## config.mk

```make
export PLATFORM = sky130hd
export DESIGN_NAME = signed_divide_32_by_16_microcoded_flat
export DESIGN_NICKNAME = d
export VERILOG_FILES = /design/src/design/sdiv_pkg.sv /design/src/design/sdiv_ifs.sv /design/src/design/sdiv_datapath.sv /design/src/design/sdiv_controller.sv /design/src/design/signed_divide_32_by_16_microcoded.sv /design/src/flat_wrapper.sv
export SDC_FILE = /design/constraint.sdc
export NUM_CORES = 1
export LEC_CHECK = 0
export BUFFER_PORTS_ARGS = -buffer_cell sky130_fd_sc_hd__buf_2
export CORE_MARGIN = 2
export CORE_UTILIZATION = 55
export CTS_BUF_LIST = sky130_fd_sc_hd__clkbuf_4 sky130_fd_sc_hd__clkbuf_8
export CTS_CLUSTER_SIZE = 24
export DETAILED_ROUTE_END_ITERATION = 7
export HOLD_SLACK_MARGIN = 0.05
export PLACE_DENSITY = 0.84
export SYNTH_ARGS = -nofsm -noshare
export SYNTH_HDL_FRONTEND = slang
export SYNTH_SLANG_ARGS = --single-unit
export TNS_END_PERCENT = 30
```

## constraint.sdc

```tcl
create_clock -name clk -period 3.6 [get_ports clk]
set_input_delay 0.18 -clock clk [delete_from_list [all_inputs] [get_ports clk]]
set_output_delay 0.18 -clock clk [all_outputs]
set_load 0.005 [all_outputs]
```

## src/design/sdiv_pkg.sv

```systemverilog
package sdiv_pkg;

    // Loop length and counter widths
    localparam int unsigned STEPS   = 16;
    localparam int unsigned STEP_W  = 4;
    localparam int unsigned WORDS_W = 7;

    localparam logic [STEP_W-1:0]  LAST_STEP   = STEP_W'(STEPS - 1);
    localparam logic [7:0]         TRAP_COUNT  = 8'd4;
    localparam logic [WORDS_W-1:0] WORDS_POS   = 7'd6;
    localparam logic [WORDS_W-1:0] WORDS_NEG   = 7'd7;
    localparam logic [WORDS_W-1:0] WORDS_OVF   = 7'd2;
    localparam logic [WORDS_W-1:0] WORDS_TAKEN = 7'd3;
    localparam logic [WORDS_W-1:0] WORDS_KEPT  = 7'd4;
    localparam logic [WORDS_W-1:0] FIX_PP      = 7'd5;
    localparam logic [WORDS_W-1:0] FIX_PN      = 7'd7;
    localparam logic [WORDS_W-1:0] FIX_NX      = 7'd6;

    typedef enum logic [1:0] {
        OUT_DONE     = 2'd0,
        OUT_OVERFLOW = 2'd1,
        OUT_TRAP     = 2'd2
    } outcome_t;

    typedef struct packed {
        logic signed [31:0] dividend;
        logic signed [15:0] divisor;
    } in_word_t;

    typedef struct packed {
        logic [31:0] result_word;
        outcome_t    outcome;
        logic        quotient_negative;
        logic        quotient_zero;
        logic [7:0]  cycle_count;
    } out_word_t;

    // Controller to datapath
    typedef struct packed {
        logic load;
        logic setup;
        logic step;
        logic last_step;
        logic finish_early;
        logic finish_loop;
        logic emit;
    } cmd_t;

    // Datapath to controller
    typedef struct packed {
        logic dvs_zero;
        logic early_ovf;
    } status_t;

endpackage

```

## src/design/sdiv_ifs.sv

```systemverilog
interface sdiv_in_if;
    logic                valid;
    logic                ready;
    sdiv_pkg::in_word_t  data;

    modport source (output valid, output data, input ready);
    modport sink   (input valid, input data, output ready);
endinterface

interface sdiv_out_if;
    logic                valid;
    logic                ready;
    sdiv_pkg::out_word_t data;

    modport source (output valid, output data, input ready);
    modport sink   (input valid, input data, output ready);
endinterface

```

## src/design/sdiv_datapath.sv

```systemverilog
module sdiv_datapath (
    input  logic                clk,
    input  logic                rst_n,
    input  sdiv_pkg::cmd_t      cmd,
    output sdiv_pkg::status_t   status,
    input  sdiv_pkg::in_word_t  in_data,
    output sdiv_pkg::out_word_t out_data
);
    import sdiv_pkg::*;

    logic [31:0]        dvd_reg;
    logic [15:0]        dvs_reg;
    logic [15:0]        mag_dvs_reg;
    logic [15:0]        rem_reg;
    logic [15:0]        quo_reg;
    logic               dvd_neg_reg;
    logic               dvs_neg_reg;
    logic [WORDS_W-1:0] words_reg;
    out_word_t          fin_reg;
    out_word_t          out_reg;

    logic [31:0]        mag_dvd;
    logic [15:0]        rem_sh;
    logic [15:0]        quo_sh;
    logic               took;
    logic [15:0]        rem_next;
    logic [15:0]        quo_next;
    logic [WORDS_W-1:0] words_next;
    logic [15:0]        neg_quo;
    logic [15:0]        neg_rem;
    logic [15:0]        res_q;
    logic [15:0]        res_r;
    logic [WORDS_W-1:0] words_fix;
    logic               late_ovf;
    out_word_t          fin_next;

    // Magnitude of the dividend
    assign mag_dvd = dvd_reg[31] ? (32'd0 - dvd_reg) : dvd_reg;

    // One restoring shift-subtract step
    always_comb
    begin
        rem_sh = {rem_reg[14:0], quo_reg[15]};
        quo_sh = {quo_reg[14:0], 1'b0};
        took   = (rem_sh >= mag_dvs_reg);
        rem_next = took ? (rem_sh - mag_dvs_reg) : rem_sh;
        quo_next = {quo_sh[15:1], took};
        if (cmd.last_step || !took)
        begin
            words_next = words_reg + WORDS_KEPT;
        end
        else
        begin
            words_next = words_reg + WORDS_TAKEN;
        end
    end

    // Sign fixup and late overflow check
    always_comb
    begin
        neg_quo = 16'd0 - quo_reg;
        neg_rem = 16'd0 - rem_reg;
        unique case ({dvs_neg_reg, dvd_neg_reg})
            2'b00:
            begin
                words_fix = words_reg + FIX_PP;
                late_ovf  = quo_reg[15];
                res_q     = quo_reg;
                res_r     = rem_reg;
            end
            2'b01:
            begin
                words_fix = words_reg + FIX_PN;
                late_ovf  = (neg_quo != 16'd0) && !neg_quo[15];
                res_q     = neg_quo;
                res_r     = neg_rem;
            end
            2'b11:
            begin
                words_fix = words_reg + FIX_NX;
                late_ovf  = quo_reg[15];
                res_q     = quo_reg;
                res_r     = neg_rem;
            end
            default:
            begin
                words_fix = words_reg + FIX_NX;
                late_ovf  = (neg_quo != 16'd0) && !neg_quo[15];
                res_q     = neg_quo;
                res_r     = rem_reg;
            end
        endcase
    end

    // Select the finished word
    always_comb
    begin
        fin_next = fin_reg;
        if (cmd.finish_early)
        begin
            fin_next.result_word       = dvd_reg;
            fin_next.quotient_negative = 1'b0;
            fin_next.quotient_zero     = 1'b0;
            if (status.dvs_zero)
            begin
                fin_next.outcome     = OUT_TRAP;
                fin_next.cycle_count = TRAP_COUNT;
            end
            else
            begin
                fin_next.outcome     = OUT_OVERFLOW;
                fin_next.cycle_count = {words_reg + WORDS_OVF, 1'b0};
            end
        end
        else if (cmd.finish_loop)
        begin
            fin_next.cycle_count = {words_fix, 1'b0};
            if (late_ovf)
            begin
                fin_next.result_word       = dvd_reg;
                fin_next.outcome           = OUT_OVERFLOW;
                fin_next.quotient_negative = 1'b0;
                fin_next.quotient_zero     = 1'b0;
            end
            else
            begin
                fin_next.result_word       = {res_r, res_q};
                fin_next.outcome           = OUT_DONE;
                fin_next.quotient_negative = res_q[15];
                fin_next.quotient_zero     = (res_q == 16'd0);
            end
        end
    end

    assign status.dvs_zero  = (dvs_reg == 16'd0);
    assign status.early_ovf = (rem_reg >= mag_dvs_reg);

    // Operand, loop and result registers
    always_ff @(posedge clk)
    begin
        if (cmd.load)
        begin
            dvd_reg <= in_data.dividend;
            dvs_reg <= in_data.divisor;
        end
        if (cmd.setup)
        begin
            dvd_neg_reg <= dvd_reg[31];
            dvs_neg_reg <= dvs_reg[15];
            mag_dvs_reg <= dvs_reg[15] ? (16'd0 - dvs_reg) : dvs_reg;
            rem_reg     <= mag_dvd[31:16];
            quo_reg     <= mag_dvd[15:0];
            words_reg   <= dvd_reg[31] ? WORDS_NEG : WORDS_POS;
        end
        else if (cmd.step)
        begin
            rem_reg   <= rem_next;
            quo_reg   <= quo_next;
            words_reg <= words_next;
        end
        fin_reg <= fin_next;
        if (cmd.emit)
        begin
            out_reg <= fin_reg;
        end
    end

    assign out_data = out_reg;

    // Partial remainder stays below the divisor magnitude
    a_rem_bound: assert property (@(posedge clk) disable iff (!rst_n)
        $past(cmd.step) |-> (rem_reg < mag_dvs_reg))
        else $error("partial remainder not below divisor");

    // Flags only on a completed division
    a_flags_done: assert property (@(posedge clk) disable iff (!rst_n)
        $past(cmd.finish_early || cmd.finish_loop) && (fin_reg.outcome != OUT_DONE)
        |-> (!fin_reg.quotient_negative && !fin_reg.quotient_zero))
        else $error("quotient flags set without completion");

    // Trap and early overflow return the dividend
    a_early_word: assert property (@(posedge clk) disable iff (!rst_n)
        $past(cmd.finish_early) |-> (fin_reg.result_word == dvd_reg))
        else $error("early exit lost the dividend");

endmodule

```

## src/design/sdiv_controller.sv

```systemverilog
module sdiv_controller (
    input  logic              clk,
    input  logic              rst_n,
    input  logic              in_valid,
    output logic              in_ready,
    output logic              out_valid,
    input  logic              out_ready,
    input  sdiv_pkg::status_t status,
    output sdiv_pkg::cmd_t    cmd
);
    import sdiv_pkg::*;

    typedef enum logic [5:0] {
        S_IDLE  = 6'b000001,
        S_SETUP = 6'b000010,
        S_CHECK = 6'b000100,
        S_LOOP  = 6'b001000,
        S_FIX   = 6'b010000,
        S_EMIT  = 6'b100000
    } state_t;

    state_t            state_reg;
    state_t            state_next;
    logic [STEP_W-1:0] step_reg;
    logic [STEP_W-1:0] step_next;
    logic              out_valid_reg;
    logic              out_valid_next;
    logic              out_free;
    logic              early_exit;

    assign out_free   = !out_valid_reg || out_ready;
    assign early_exit = status.dvs_zero || status.early_ovf;

    // Sequence the division
    always_comb
    begin
        state_next = state_reg;
        step_next  = step_reg;
        cmd        = '0;
        in_ready   = 1'b0;
        unique case (state_reg)
            S_IDLE:
            begin
                in_ready  = 1'b1;
                step_next = '0;
                if (in_valid)
                begin
                    cmd.load   = 1'b1;
                    state_next = S_SETUP;
                end
            end
            S_SETUP:
            begin
                cmd.setup  = 1'b1;
                state_next = S_CHECK;
            end
            S_CHECK:
            begin
                if (early_exit)
                begin
                    cmd.finish_early = 1'b1;
                    state_next       = S_EMIT;
                end
                else
                begin
                    state_next = S_LOOP;
                end
            end
            S_LOOP:
            begin
                cmd.step      = 1'b1;
                cmd.last_step = (step_reg == LAST_STEP);
                step_next     = step_reg + 1'b1;
                if (step_reg == LAST_STEP)
                begin
                    state_next = S_FIX;
                end
            end
            S_FIX:
            begin
                cmd.finish_loop = 1'b1;
                state_next      = S_EMIT;
            end
            S_EMIT:
            begin
                if (out_free)
                begin
                    cmd.emit   = 1'b1;
                    state_next = S_IDLE;
                end
            end
            default:
            begin
                state_next = S_IDLE;
            end
        endcase
    end

    // Output word valid: set on emit, drop when taken
    always_comb
    begin
        priority if (cmd.emit)
        begin
            out_valid_next = 1'b1;
        end
        else if (out_ready)
        begin
            out_valid_next = 1'b0;
        end
        else
        begin
            out_valid_next = out_valid_reg;
        end
    end

    always_ff @(posedge clk or negedge rst_n)
    begin
        if (!rst_n)
        begin
            state_reg     <= S_IDLE;
            step_reg      <= '0;
            out_valid_reg <= 1'b0;
        end
        else
        begin
            state_reg     <= state_next;
            step_reg      <= step_next;
            out_valid_reg <= out_valid_next;
        end
    end

    assign out_valid = out_valid_reg;

    // Loop always starts from step zero
    a_step_start: assert property (@(posedge clk) disable iff (!rst_n)
        (state_reg == S_SETUP) |-> (step_reg == '0))
        else $error("loop counter not cleared");

    // Last loop step leads to fixup
    a_loop_end: assert property (@(posedge clk) disable iff (!rst_n)
        (state_reg == S_LOOP) && (step_reg == LAST_STEP) |=> (state_reg == S_FIX))
        else $error("loop did not end after last step");

    // Never overwrite a pending output word
    a_emit_free: assert property (@(posedge clk) disable iff (!rst_n)
        cmd.emit |-> out_free)
        else $error("output word overwritten");

endmodule

```

## src/design/signed_divide_32_by_16_microcoded.sv

```systemverilog
// Signed 32 by 16 division with an emulated cycle count. Each input word
// (dividend, divisor) produces one output word: remainder in the upper half
// and quotient in the lower half on completion, or the unchanged dividend
// with outcome overflow or division-by-zero trap. The block works on one
// word at a time. For a division that runs the loop, the output word is
// valid after setup, check, sixteen shift-subtract steps at one quotient
// bit per cycle, sign fixup and output load. A trap or early overflow
// skips the loop and goes from the check straight to the output load. A
// new input word is taken as soon as the output register has been loaded,
// even while that result still waits to be taken. The cycle_count field is
// not this block's latency: it reports the emulated cost, twice the number
// of microwords. While the previous result still waits in the output
// register, the output load holds until that result is taken.
module signed_divide_32_by_16_microcoded (
    input  logic       clk,
    input  logic       rst_n,
    sdiv_in_if.sink    in_ch,
    sdiv_out_if.source out_ch
);
    import sdiv_pkg::*;

    cmd_t    cmd;
    status_t status;

    sdiv_controller u_ctrl (
        .clk       (clk),
        .rst_n     (rst_n),
        .in_valid  (in_ch.valid),
        .in_ready  (in_ch.ready),
        .out_valid (out_ch.valid),
        .out_ready (out_ch.ready),
        .status    (status),
        .cmd       (cmd)
    );

    sdiv_datapath u_dp (
        .clk      (clk),
        .rst_n    (rst_n),
        .cmd      (cmd),
        .status   (status),
        .in_data  (in_ch.data),
        .out_data (out_ch.data)
    );

endmodule

```

## src/flat_wrapper.sv

```systemverilog
// flat-port wrapper written by rule: the top's interface ports become plain ports
module signed_divide_32_by_16_microcoded_flat import sdiv_pkg::*;
  (clk, rst_n, in_ch_valid, in_ch_data, in_ch_ready, out_ch_valid, out_ch_data, out_ch_ready);
  sdiv_in_if in_ch_i ();
  sdiv_out_if out_ch_i ();
  input  logic clk;
  input  logic rst_n;
  input wire logic [$bits(in_ch_i.valid)-1:0] in_ch_valid;
  input wire logic [$bits(in_ch_i.data)-1:0] in_ch_data;
  output wire logic [$bits(in_ch_i.ready)-1:0] in_ch_ready;
  output wire logic [$bits(out_ch_i.valid)-1:0] out_ch_valid;
  output wire logic [$bits(out_ch_i.data)-1:0] out_ch_data;
  input wire logic [$bits(out_ch_i.ready)-1:0] out_ch_ready;
  assign in_ch_i.valid = in_ch_valid;
  assign in_ch_i.data = in_ch_data;
  assign in_ch_ready = in_ch_i.ready;
  assign out_ch_valid = out_ch_i.valid;
  assign out_ch_data = out_ch_i.data;
  assign out_ch_i.ready = out_ch_ready;
  signed_divide_32_by_16_microcoded u_core (.clk(clk), .rst_n(rst_n), .in_ch(in_ch_i), .out_ch(out_ch_i));
endmodule
```

# Yosys cells after proc, flatten, opt, wreduce, memory -nomap -nowiden
# Index checks and enable logic that the tools add are counted.
[classes]
eq_ne = 12
bitwise_logic = 0
magnitude_cmp = 2
shift = 0
multipliers = 0
mux = 38
n_reduce_logical = 18
addsub = 12
n_div = 0
[op_table]
columns = ["operator", "n"]
rows = [
  ["$mux 16", 7],
  ["$mux 44", 2],
  ["$sub 1x16->16 const A", 3],
  ["$mux 36", 1],
  ["$pmux 6 s6", 1],
  ["$ge 16x16->1", 2],
  ["$logic_not 16->1", 2],
  ["$mux 32", 1],
  ["$sub 1x32->32 const A", 1],
  ["$add 7x3->7 const B", 4],
  ["$mux 6", 4],
  ["$mux 7", 3],
  ["$reduce_bool 16->1", 1],
  ["$sub 16x16->16", 1],
  ["$mux 15", 1],
  ["$add 7x2->7 const B", 2],
  ["$pmux 7 s2", 1],
  ["$mux 1", 13],
  ["$mux 8", 1],
  ["$pmux 4 s2", 1],
  ["$reduce_bool 2->1", 4],
  ["$eq 6x1->1 const B", 1],
  ["$eq 6x2->1 const B", 1],
  ["$eq 6x3->1 const B", 1],
  ["other kinds (15)", 23],
]
[totals]
input_bits = 52
latch_bits = 0
word_cells = 104
out_inout_bits = 46
regBits = 204
memories = 0
ramBits = 0
mem_bits_ro = 0

# Depth between registers and ports, before layout
# Gate-level depths: netlist of the first run.
[logic_depth]
word_depth = 7
depth_mapped = 13
ltp_nobuf = 12

# Cells and area by module
# A second synthesis of the first run with hierarchy kept.
[hier_totals]
cells_unflattened = 1009
area_unflattened_um2 = 11484.8
[by_module_without_submodules]
columns = ["module", "instances", "area_each_um2", "cells_per_inst"]
rows = [
  ["sdiv_datapath", 1, 10824.1, 942],
  ["sdiv_controller", 1, 660.6, 67],
]

# Worst setup path before layout of the first run
# OpenSTA, ideal clock, no wires.
[synth_path]
path_kind = "register to register"
from = "register u_core.u_dp.dvs_reg[0]"
to = "register u_core.u_dp.fin_reg[10] (netlist name) (enable)"
synth_period_minus_slack_ns = 3.573
setup_ns = 0.395
path_stages_with_launch = 12
required_time_ns = 3.205
n_path_buf = 1
slack_ns = 0.027
arrival_ns = 3.178
cell_sequence = "edfxtp_1 > inv_1 > ha_1 > nor3b_1 > nand4_1 > nor3_1 > a2111oi_0 > o31a_1 > nor2_1 > nor2_1 > clkbuf_1 > inv_1"
[synth_via]
elab_chain_cells = 5
[synth_rtl]
columns = ["item", "line_no", "source"]
rows = [
  ["from (decl)", "sdiv_datapath.sv:12", "logic [15:0] dvs_reg;"],
  ["from (signal assigned)", "sdiv_datapath.sv:144", "dvs_reg <= in_data.divisor;"],
  ["$logic_not 16->1", "sdiv_datapath.sv:135", "assign status.dvs_zero = (dvs_reg == 16'd0);"],
  ["$logic_or 1x1->1", "sdiv_controller.sv:32", "assign early_exit = status.dvs_zero || status.early_ovf;"],
  ["$mux 1", "sdiv_controller.sv:59", "if (early_exit)"],
  ["$mux 1", "sdiv_controller.sv:41", "unique case (state_reg)"],
  ["$reduce_bool 2->1 (no line)", "n/a", ""],
  ["to (signal assigned)", "sdiv_datapath.sv:161", "fin_reg <= fin_next;"],
  ["to (decl)", "sdiv_datapath.sv:19", "out_word_t fin_reg;"],
]
# No other way between the ends.
# A chain may end at the register's enable or synchronous reset.

==> summary by stage, run 1 <==
Placement
The placer's final routability congestion estimate is 0.9137. The HPWL reported at the end of detailed placement is around 18 mm. The count of buffers inserted at the top-level ports is 96. The cell total after placement is between 1000 and 1500.

CTS
The buffers inserted during post-CTS setup optimization is 0. The library cell used as clock root buffer is sky130_fd_sc_hd__clkbuf_8. In this run, CTS created clock tree buffers numbering 31. The later pin in the worst-skew pair is clocked with a latency of between 500 and 600 ps. For this design, the sink count on the clock tree is approximately 200. Counting along the longest clock path gives a buffer depth of 3. The clock transition at the register clock pins on the worst setup and hold paths after CTS is about 60 ps. TritonCTS built the clock tree. The number of H-tree branching levels is 1.

STA
The worst pin sits at a relative slew slack of 0.2567. The final worst clock skew is about 22 ps. The aggregate negative setup slack is 0 ps. For the finished layout, the period the worst path requires is approximately 3400 ps. The count of endpoints failing setup in the final report is 0. Dividing the final minimum period by the clock period gives 0.9492.

The final-report hold violation count was 0. The actual transition at the worst max-transition pin is between 1000 and 1500 ps. Based on the critical path, the design can be clocked at up to around 290 MHz. Setup repair after global routing left no endpoint under its margin. The max-slew violation count is 0.

Final layout
For this run, the post-layout net count is around 1300. 0 antenna diodes ended up in the layout. The area overhead of the layout relative to synthesis is 19.59%. For this run, the number of standard cells in the final layout without fillers is between 1000 and 1500. The most frequent standard cell in the layout excluding fill and tap cells is sky130_fd_sc_hd__edfxtp_1. In the final layout, the share of cells above drive strength 1 is 0.1764. Leaving out fill and tap cells, the most frequent cells in the layout are 189 x sky130_fd_sc_hd__edfxtp_1, 96 x sky130_fd_sc_hd__buf_2, 80 x sky130_fd_sc_hd__nand2_1. The layout has between 1000 and 1500 filler cells.

Synth
Of the total synthesized cell area, the portion taken by full adders, half adders and majority gates is 0.05849. The gate count after technology mapping is ~980. The total of warnings raised by yosys is 0. The synthesized design contains 189 enable-type register cells. After synthesis, the share of cell area in mux cells is 0.01394.

The area share of xor/xnor cells in the synthesized design is 0.07198. The number of unique standard cell types used by synthesis is between 60 and 70. Summing every instance area after synthesis gives 10950 um^2. The fraction of the mapped netlist area in compound gates is 0.1492. In this run the mean area of a mapped cell was about 11 um^2. The sequential area share after synthesis is 0.5471.

The post-synthesis net count is about 1100. Counting flops with an async set or reset pin after synthesis yields a share of 0.05446. The combinational family with the most area after synthesis is compound AO/OA/AOI/OAI gates.

The register bit total from synthesis is approximately 200. The prevailing post-synth register cell is sky130_fd_sc_hd__edfxtp_1. Of the total synthesized cell area, the portion taken by AND, OR, NAND and NOR gates is 0.1280.

Die
The floorplan has about 50 rows. The die extent in x is 145.1 um. The floorplan step set the die height to 145.1 um. The die covers 21060 um^2. The top-level port count is 98.

In this run the standard cell core region covers about 20000 um^2. The effective utilization at floorplan is 0.5609.

GRT
The number of global-route vias before repair is approximately 7800. The largest net degree at the start of global routing is around 50. The first global-routing pass estimated around 40 mm of wire. The fraction of met2 tracks used by global routing is 0.3807. The met1 usage in global routing is 0.3452.

The total global routing overflow is 0. After global routing, the most crowded layer is met2. For met3 alone, demand over resource in global routing was 0.03459. For this run, the total global-route usage over all layers was measured as 0.2407. The number of antenna violations at the first check in global routing is 0.

Critical path
The data required time of the critical path is ~3900 ps. The family with the most delay on the worst path is simple AND/OR/NAND/NOR gates. The most common cell type on the critical path is sky130_fd_sc_hd__or4_1. The category of the most critical setup path is register to register. The largest individual stage delay along the critical path comes from the cell sky130_fd_sc_hd__or4_1. The nature of the critical path endpoint is a register.

On the worst path, the slowest cell contributes a delay of roughly 580 ps. The arrival time of data at the critical path endpoint is 3720 ps. The worst setup path is launched from a register.

The critical path goes through or4_1, or4_1, or3_1, a211oi_2, a31oi_1, a211oi_4, buf_12, mux2i_1, nor2_1. The count of buffer and inverter cells on the critical path is 1. In this run the worst path has a maximum fanout of 40.

The setup check on the worst reg-to-reg path leaves a slack of about 180 ps.

Routing
The first routing iteration left 808 violations. For this run, the detailed router's first-pass iteration total came to 5. The number of DRC violations after detailed routing is 0. The wire length after detailed routing is 25.70 mm. The count of nets left with antenna violations once routing finished came out at 0.

The routed via count divided by cell count is just under 6. In the final routed layout, each cell accounts on average for 17.80 um. The via total after detailed routing is 8416.

Run status
The run finished with clean final reports.

Power and ir drop
The peak supply drop is roughly 0.58 mV. Summed over all cells, the static leakage comes to about 5.0 nW. Power spread over the standard cell area amounts to just under 600 nW/um^2.

Run
Across the run, the number of max-cap violations was 0.

Min path
The path class of the lowest-slack min-delay path is input pin to asynchronous set/reset pin.
[final cells by class]
type | count | area [um^2] | share of cell area
clock buffer | 43 | 529.3 | 0.04041
clock inverter | 13 | 112.6 | 0.008598
inverter | 46 | 172.7 | 0.01318
multi-input combinational | 688 | 4641 | 0.3543
sequential | 202 | 5992 | 0.4575
tap | 265 | 331.6 | 0.02532
timing repair buffer | 187 | 1319 | 0.1007
[through the flow]
step | area (um^2) | utilization | total power [mW] | hold WS (ps) | worst slack, ps
after detailed placement | 11930 | 0.6112 | 5.610 | 59.36 | 199.8
after CTS | 13100 | 0.6707 | 7.622 | 82.11 | 186.6
after global placement | 11930 | 0.6112 | 5.523 | 59.16 | 302.1
final | 13100 | 0.6708 | 7.649 | 113.1 | 182.9
after global routing | 13100 | 0.6708 | 8.058 | 100.4 | 5.330
after floorplan | 10950 | - | 4.931 | -115.6 | 26.75
[worst paths after layout]
kind,to,depth (start not counted),start
max in group asynchronous,u_core.u_ctrl.out_valid,3,rst_n
worst max register to register,u_core.u_dp.fin_reg[28],9,u_core.u_dp.quo_reg[1]
worst min-delay path,u_core.u_ctrl.state_reg[0],2,rst_n
min in group clk,u_core.u_dp.dvs_reg[12],2,in_ch_data[12]
worst min register to register,u_core.u_dp.out_data[32],0,u_core.u_dp.fin_reg[32]
worst max-delay path,u_core.u_dp.fin_reg[28],9,u_core.u_dp.quo_reg[1]
[worst register-to-register path: cells and delay by family, from the launching register on]
kind,cells,cell delay [ps]
muxes,1,240
AOI/OAI and AO/OA,3,690
and+or+nand+nor,4,1580
buffers and inverters,1,250
DFF,1,400
[synth_stat cells, drive strengths merged, types with 10 or more instances]
master,n,area [um^2]
nand2,80,300.3
buf,13,65.06
nand2b,14,87.58
inv,46,172.7
edfxtp,189,5675
clkbuf,27,101.4
nor2,78,292.8
a21o,11,82.58
xnor2,45,394.1
o31ai,16,120.1
a211oi,34,305.3
o21ai,67,335.3
nor4,13,81.33
or3,13,81.33
ha,48,600.6
nor3,30,150.1
mux2i,13,130.1
nand3,18,90.09
dfrtp,10,250.2
a31oi,15,93.84
a21oi,38,190.2
nand4,12,75.07
xor2,45,394.1
[metal layers]
layer / vias to the layer above / routed length, um
met2: 375 / 11770
met4: 0 / 658
met5: - / 0
li1: 4049 / -
met3: 45 / 2082
met1: 3947 / 11200
[cells by family (layout without fill, tap and decap cells)]
group                      count (synthesis)  in the layout
other                                      1              1
AOI/OAI and AO/OA                        240            240
DFF                                      202            202
xor gates and xnor gates                  90             90
adders and majority gates                 50             50
and+or+nand+nor                          292            292
muxes                                     15             15
buffers and inverters                     86            289
[where the power goes]
part	total (mW)	internal [mW]	switching, mW
Combinational	2.27	0.936	1.33
Sequential	3.40	3.03	0.377
Clock	1.97	1.09	0.882
[what timing repair did]
| item | in CTS | in global routing |
|---|---|---|
| endpoints found under the setup margin | 0 | 14 |
| hold endpoints to repair | 62 | 0 |
| hold buffers | 52 | 0 |
| gates resized for setup | 0 | 1 |
Note: power is estimated with default switching activity, not from simulation.
==> run 2, diff against run 1 <==
- CORE_UTILIZATION: 55 -> 56
- PLACE_DENSITY: 0.84 -> 0.85
==> summary by stage, run 2 (same netlist as run 1, synthesis figures left out) <==
Run status
The run finished with clean final reports.

Critical path
The capturing element of the worst setup path is u_core.u_dp.fin_reg[28]. The number of buffers and inverters on the critical path is 2. The reg-to-reg endpoint is u_core.u_dp.fin_reg[28]. Traced cell by cell, the critical path runs through or4_1, or4_1, or3_1, a211oi_2, a2111oi_1, buf_4, a211oi_4, buf_12, mux2i_1, nor2_1.

The setup path with the least slack is of type register to register. The family with the most delay on the worst path is simple AND/OR/NAND/NOR gates. Measured in cells, the most critical reg-to-reg path has a length of 10.

The critical path launch point type is a register. The nature of the critical path endpoint is a register. In this design, the stage delay of the slowest critical-path cell is just under 600 ps. Counting stages on the worst path, the most repeated cell is sky130_fd_sc_hd__or4_1.

The source of the worst register-to-register timing path is u_core.u_dp.quo_reg[1]. The data required time of the critical path is about 3900 ps. In this run the register-to-register setup slack is 170 ps. For this design, the slowest cell found on the critical path is sky130_fd_sc_hd__or4_1. Counting buffers and inverters, the worst setup path is 10 cells deep. The most critical setup path has its startpoint at u_core.u_dp.quo_reg[1]. The arrival time of data at the critical path endpoint is 3740 ps. The maximum net fanout on the critical path is 40.

Routing
The final layout contains routed wiring with a total length of approximately 25 mm. The average detailed-routed wire length per instance is around 18 um. Once detail routing completed, the nets flagged for antenna violations numbered 0. The detailed router finished its first iteration with about 870 violations. Detailed routing inserted a total of around 8500 vias. The length of the first detailed-routing pass in iterations is 5.

Dividing the detail-routed via count by the number of cells gives a little under 6. The number of DRC violations after detailed routing is 0.

Power and ir drop
The share of total power consumed by net switching is 0.3409. The peak supply drop is between 0.4 and 0.5 mV. Of the total power, combinational logic draws 0.298. Of the total power, registers draw 0.449. The clock share of power is 0.254.

The static leakage is slightly below 5 nW. Internal power comes to between 5 and 6 mW. The power density over the cells is around 580 nW/um^2. In this run the power spent charging and discharging nets is approximately 2.6 mW. The total power is between 7 and 8 mW.

CTS
The number of H-tree branching levels is 1. Buffers inserted during clock tree synthesis total 31. The number of gates resized after CTS was 0. The count of clock tree sinks is between 200 and 250. The buffers inserted during post-CTS setup optimization is 0. The later-pin clock latency in the skew report is between 500 and 600 ps. After clock tree synthesis, the clock-pin slew on the worst setup and hold paths is ~70 ps. The worst-case clock buffer depth is 3. The library cell used as clock root buffer is sky130_fd_sc_hd__clkbuf_8. Hold repair after CTS inserted 52 buffers. TritonCTS built the clock tree.

Final layout
The area growth from synthesis to layout is 19.31%. The number of antenna diodes in the final layout is 0. Leaving out fill and tap cells, the most frequent cells in the layout are 189 x sky130_fd_sc_hd__edfxtp_1, 96 x sky130_fd_sc_hd__buf_2, 80 x sky130_fd_sc_hd__nand2_1. The share of cells above drive strength 1 is 0.1755. Excluding fillers, the count of instances in the completed layout stands at 1439.

The library cell used most frequently in the layout, excluding fill and tap cells, is sky130_fd_sc_hd__edfxtp_1. In the final design database the tool counted roughly 1300 nets.

Die
The die covers 20690 um^2. The floorplan has 51 rows. The region available for standard cell placement spans a little under 20000 um^2. The initial utilization of the core area, before any placement, comes to 0.5664. The top-level port count is 98. The floorplan step set the die height to 143.8 um. In this run the horizontal extent of the chip is around 140 um.

GRT
The first global-routing pass estimated around 40 mm of wire. The total global routing overflow is 0. The largest net degree at the start of global routing is 50. The total global routing track utilization is 0.2479. The number of antenna violations at the first check in global routing is 0. The number of global-route vias before repair was ~8000.

STA
The max-slew violation count is 0. The aggregate negative setup slack is 0 ps. The count of endpoints failing setup in the final report is 0. The final worst clock skew is between 15 and 20 ps.

Derived from the worst setup path, the maximum achievable clock frequency is a little under 300 MHz. Setup repair after global routing left no endpoint under its margin. The share of the cycle needed by the critical path after routing is 0.9531. The final critical path time including I/O delays and setup is roughly 3400 ps. The slack of the critical path is 168.9 ps. The actual transition at the worst max-transition pin is about 1100 ps. The final-report hold violation count is 0. Headroom to the max-slew limit came out at 0.2392.

Min path
The path class of the lowest-slack min-delay path is input pin to asynchronous set/reset pin.

Placement
The count of buffers inserted at the top-level ports is 96. Prior to clock tree synthesis, the placed netlist has a worst setup slack of between 150 and 200 ps. The HPWL reported at the end of detailed placement is around 18 mm. The cell total after placement is between 1000 and 1500. The placer's final routability congestion estimate is 0.9301.

Run
The max-cap violation count is 0.
==> run 2: metrics by stage <==
stage            util  hold WS, ps  cell area [um^2]
6_report       0.6758        96.97             13070
3_5_place_dp   0.6163        64.51             11920
2_1_floorplan       -       -115.6             10950
3_3_place_gp   0.6163        57.03             11920
4_1_cts        0.6758        71.25             13070
5_1_grt        0.6758        83.27             13070
==> run 2: power by group through the flow <==
stage / logic [mW] / registers (mW) / clock network, mW
6_report: 2.26 / 3.41 / 1.93
5_1_grt: 2.52 / 3.43 / 2.07
4_1_cts: 2.23 / 3.39 / 1.95
3_5_place_dp: 2.17 / 3.43 / 0
3_3_place_gp: 2.09 / 3.42 / 0
2_1_floorplan: 1.65 / 3.28 / 0
==> run 2: worst min path at each step <==
stage          startpoint                          to  cells after the start
6_report            rst_n  u_core.u_ctrl.state_reg[0]                      2
5_1_grt             rst_n  u_core.u_ctrl.state_reg[0]                      2
4_1_cts             rst_n  u_core.u_ctrl.state_reg[0]                      2
3_5_place_dp        rst_n   u_core.u_ctrl.step_reg[0]                      1
3_3_place_gp        rst_n   u_core.u_ctrl.step_reg[0]                      1
2_1_floorplan       rst_n     u_core.u_ctrl.out_valid                      0
==> run 2: cell type report <==
| cell class | count | area [um^2] |
|---|---|---|
| fillers | 1364 | 6269 |
| flip-flops and latches | 202 | 5992 |
| multi-input cells | 688 | 4646 |
| repair buffers | 182 | 1294 |
| clock buffers | 45 | 550.5 |
| well taps | 265 | 331.6 |
| inverters | 46 | 172.7 |
| clock inverters | 11 | 80.08 |
==> run 2: routing by layer <==
layer / routed length, um / up-vias / GRT usage
met1: 10800 / 3940 / 0.3508
li1: - / 4034 / -
met4: 716 / 0 / 0.08514
met5: 0 / - / 0
met2: 11390 / 432 / 0.3837
met3: 2556 / 63 / 0.05065
==> run 3, diff against run 2 <==
- CORE_UTILIZATION: 56 -> 35
- PLACE_DENSITY: 0.85 -> 0.6
==> summary by stage, run 3 (same netlist as run 1, synthesis figures left out) <==
Critical path
For the worst setup path, the data required time is between 3000 and 4000 ps. The worst setup path is captured at a register. The maximum net fanout on the critical path is 18. The arrival time of data at the critical path endpoint is about 3700 ps. The category of the most critical setup path is register to register.

The worst setup path is launched from a register.

Die
For this configuration, the core starts out at a cell density of 0.3571. In this run the count of I/O pins placed on the die edge is 98. The floorplan step set the die height to ~180 um. The core footprint is 30670 um^2. After floorplanning, the core was divided into 64 placement rows. The die extent in x is 180.9 um. The floorplan step defined a die boundary enclosing 32720 um^2.

Final layout
The final-layout fill cell count is between 2000 and 3000. The area used by multi-input combinational logic is about 4700 um^2. For this run, the share of the core covered by cells in the final layout is 0.4395. The finished cells cover 13480 um^2. Of the cells placed in the final design, the portion with a size suffix greater than 1 is 0.1861. The most frequent standard cell in the layout excluding fill and tap cells is sky130_fd_sc_hd__edfxtp_1. In the layout the commonest cells are 189 x sky130_fd_sc_hd__edfxtp_1, 96 x sky130_fd_sc_hd__buf_2, 80 x sky130_fd_sc_hd__nand2_1. The non-filler instance count after layout is 1589. 0 antenna diodes ended up in the layout.

Compared with the post-synthesis result, the final layout area differs by 23.09%. The number of nets in the layout is around 1300. The storage element area is ~6000 um^2.

STA
The aggregate negative setup slack is 0 ps. The final-report hold violation count is 0. The headroom to the max-slew limit is 0.2486. Dividing the final minimum period by the clock period gives 0.9652. The max-slew violation count is 0.

The count of endpoints failing setup in the final report is 0. For the final database, setup skew stands at approximately 40 ps. Derived from the worst setup path, the maximum achievable clock frequency is between 200 and 300 MHz.

The tightest hold margin is 149.9 ps. The final critical path time including I/O delays and setup is between 3000 and 4000 ps. For the pin with the worst max-slew slack, the measured transition is 1117 ps.

GRT
Across every metal layer, demand over resource in global routing totals 0.1662. The largest net degree at the start of global routing is 50. The number of global-route vias before repair is roughly 8100. The first global-routing pass estimated ~44 mm of wire. The number of antenna violations at the first check in global routing is 0. The total overflow left after global routing is 0.

CTS
The clock transition at the register clock pins on the worst setup and hold paths after CTS is around 50 ps. The number of H-tree branching levels is 2. The clock passes through at most 3 buffers.

Counting the buffers created by CTS gives 37. The tree is rooted in a sky130_fd_sc_hd__clkbuf_8. The count of clock tree sinks is 202. The CTS tree is done.

For the worst-skew pair, the clock arrives at the later sink with an insertion delay of 540 ps.

Routing
The via total after detailed routing is 8350. Before antenna repair, the detailed router went through 5 iterations. The antenna violation net count after detailed routing is 0. In the routed design, unresolved DRC markers number 0. After detailed routing, the average wire length per cell comes to around 17 um.

The iteration-0 DRC count of the detailed router is ~500. Dividing the detail-routed via count by the number of cells gives 5.255. The final layout contains routed wiring with a total length of between 20 and 30 mm.

Power and ir drop
The share of total power dissipated in combinational logic is 0.291. In this run the static leakage power is 5.051 nW. The peak supply drop is around 0.33 mV. For this design the total switching power over the nets is between 2 and 3 mW. The share of power burned in registers is 0.430.

The internal portion of the total power is 5.278 mW. Power spread over the standard cell area amounts to slightly below 600 nW/um^2. Of the total power, the share spent switching nets is 0.3344. The clock share of power is 0.279.

Placement
At the end of routability-driven placement, the weighted congestion stood at roughly 0.89. Once detailed placement completed, the half-perimeter wirelength came to between 15 and 20 mm. Summing all placed instances gives a cell area of between 10000 and 15000 um^2.

The number of placed instances, taps included, is between 1000 and 1500. Input and output buffers added on the ports amount to 96.

Run
The max-cap violation count is 0.

Run status
The run finished with clean final reports.

Min path
The path class of the lowest-slack min-delay path is input pin to asynchronous set/reset pin.
run 3: layer usage:
layer	routed length [um]	share of wire	up-vias	GRT usage
met1	12790	0.46	3987	0.2289
met5	0	0	-	0
met4	676	0.024	0	0.05290
met2	12450	0.45	254	0.2622
met3	1704	0.062	50	0.03487
li1	-	-	4059	-
run 3: worst max-delay path, stage by stage (launching register included):
cell	delay (ps)
sky130_fd_sc_hd__edfxtp_1	370
sky130_fd_sc_hd__or4_1	610
sky130_fd_sc_hd__or4_1	540
sky130_fd_sc_hd__or3_1	380
sky130_fd_sc_hd__a211oi_2	260
sky130_fd_sc_hd__a2111oi_1	140
sky130_fd_sc_hd__buf_4	160
sky130_fd_sc_hd__a211oi_4	290
sky130_fd_sc_hd__buf_4	190
sky130_fd_sc_hd__clkbuf_16	180
sky130_fd_sc_hd__a211oi_1	90
run 3: metrics by stage:
step	setup WS [ps]	total power [mW]
after floorplan	26.75	4.931
after global placement	208.4	5.647
after detailed placement	88.36	5.676
after CTS	38.93	7.965
after global routing	-1.926	8.415
final	125.2	7.929
run 3: final timing paths:
| path | from | to | slack [ps] | cells after the start |
|---|---|---|---|---|
| max | u_core.u_dp.quo_reg[0] | u_core.u_dp.fin_reg[29] | 130 | 10 |
| min | rst_n | u_core.u_ctrl.state_reg[0] | 150 | 2 |
| max reg2reg | u_core.u_dp.quo_reg[0] | u_core.u_dp.fin_reg[29] | 130 | 10 |
| min reg2reg | u_core.u_dp.fin_reg[25] | u_core.u_dp.out_data[25] | 420 | 0 |
| max in group asynchronous | rst_n | u_core.u_ctrl.step_reg[0] | 2550 | 3 |
| min in group clk | in_ch_data[16] | u_core.u_dp.dvd_reg[0] | 350 | 2 |
run 3: cell type report:
type                    instances  share of cell area
multi-input cells             688              0.3453
clock buffers                  48             0.04390
inverters                      46             0.01281
clock inverters                15             0.01095
well taps                     396             0.03676
flip-flops and latches        202              0.4445
repair buffers                194              0.1058
run 3: power by group through the flow:
stage | Clock, mW | Sequential [mW] | Combinational (mW)
5_1_grt | 2.38 | 3.45 | 2.58
3_5_place_dp | 0 | 3.45 | 2.23
3_3_place_gp | 0 | 3.45 | 2.20
4_1_cts | 2.28 | 3.40 | 2.28
6_report | 2.21 | 3.41 | 2.31
2_1_floorplan | 0 | 3.28 | 1.65
run 3: timing repair:
item / in CTS / in global routing
buffers inserted: 0 / 2
endpoints found under the setup margin: 0 / 17
hold buffers: 52 / 0
hold endpoints to repair: 62 / 0
gates resized for setup: 0 / 2
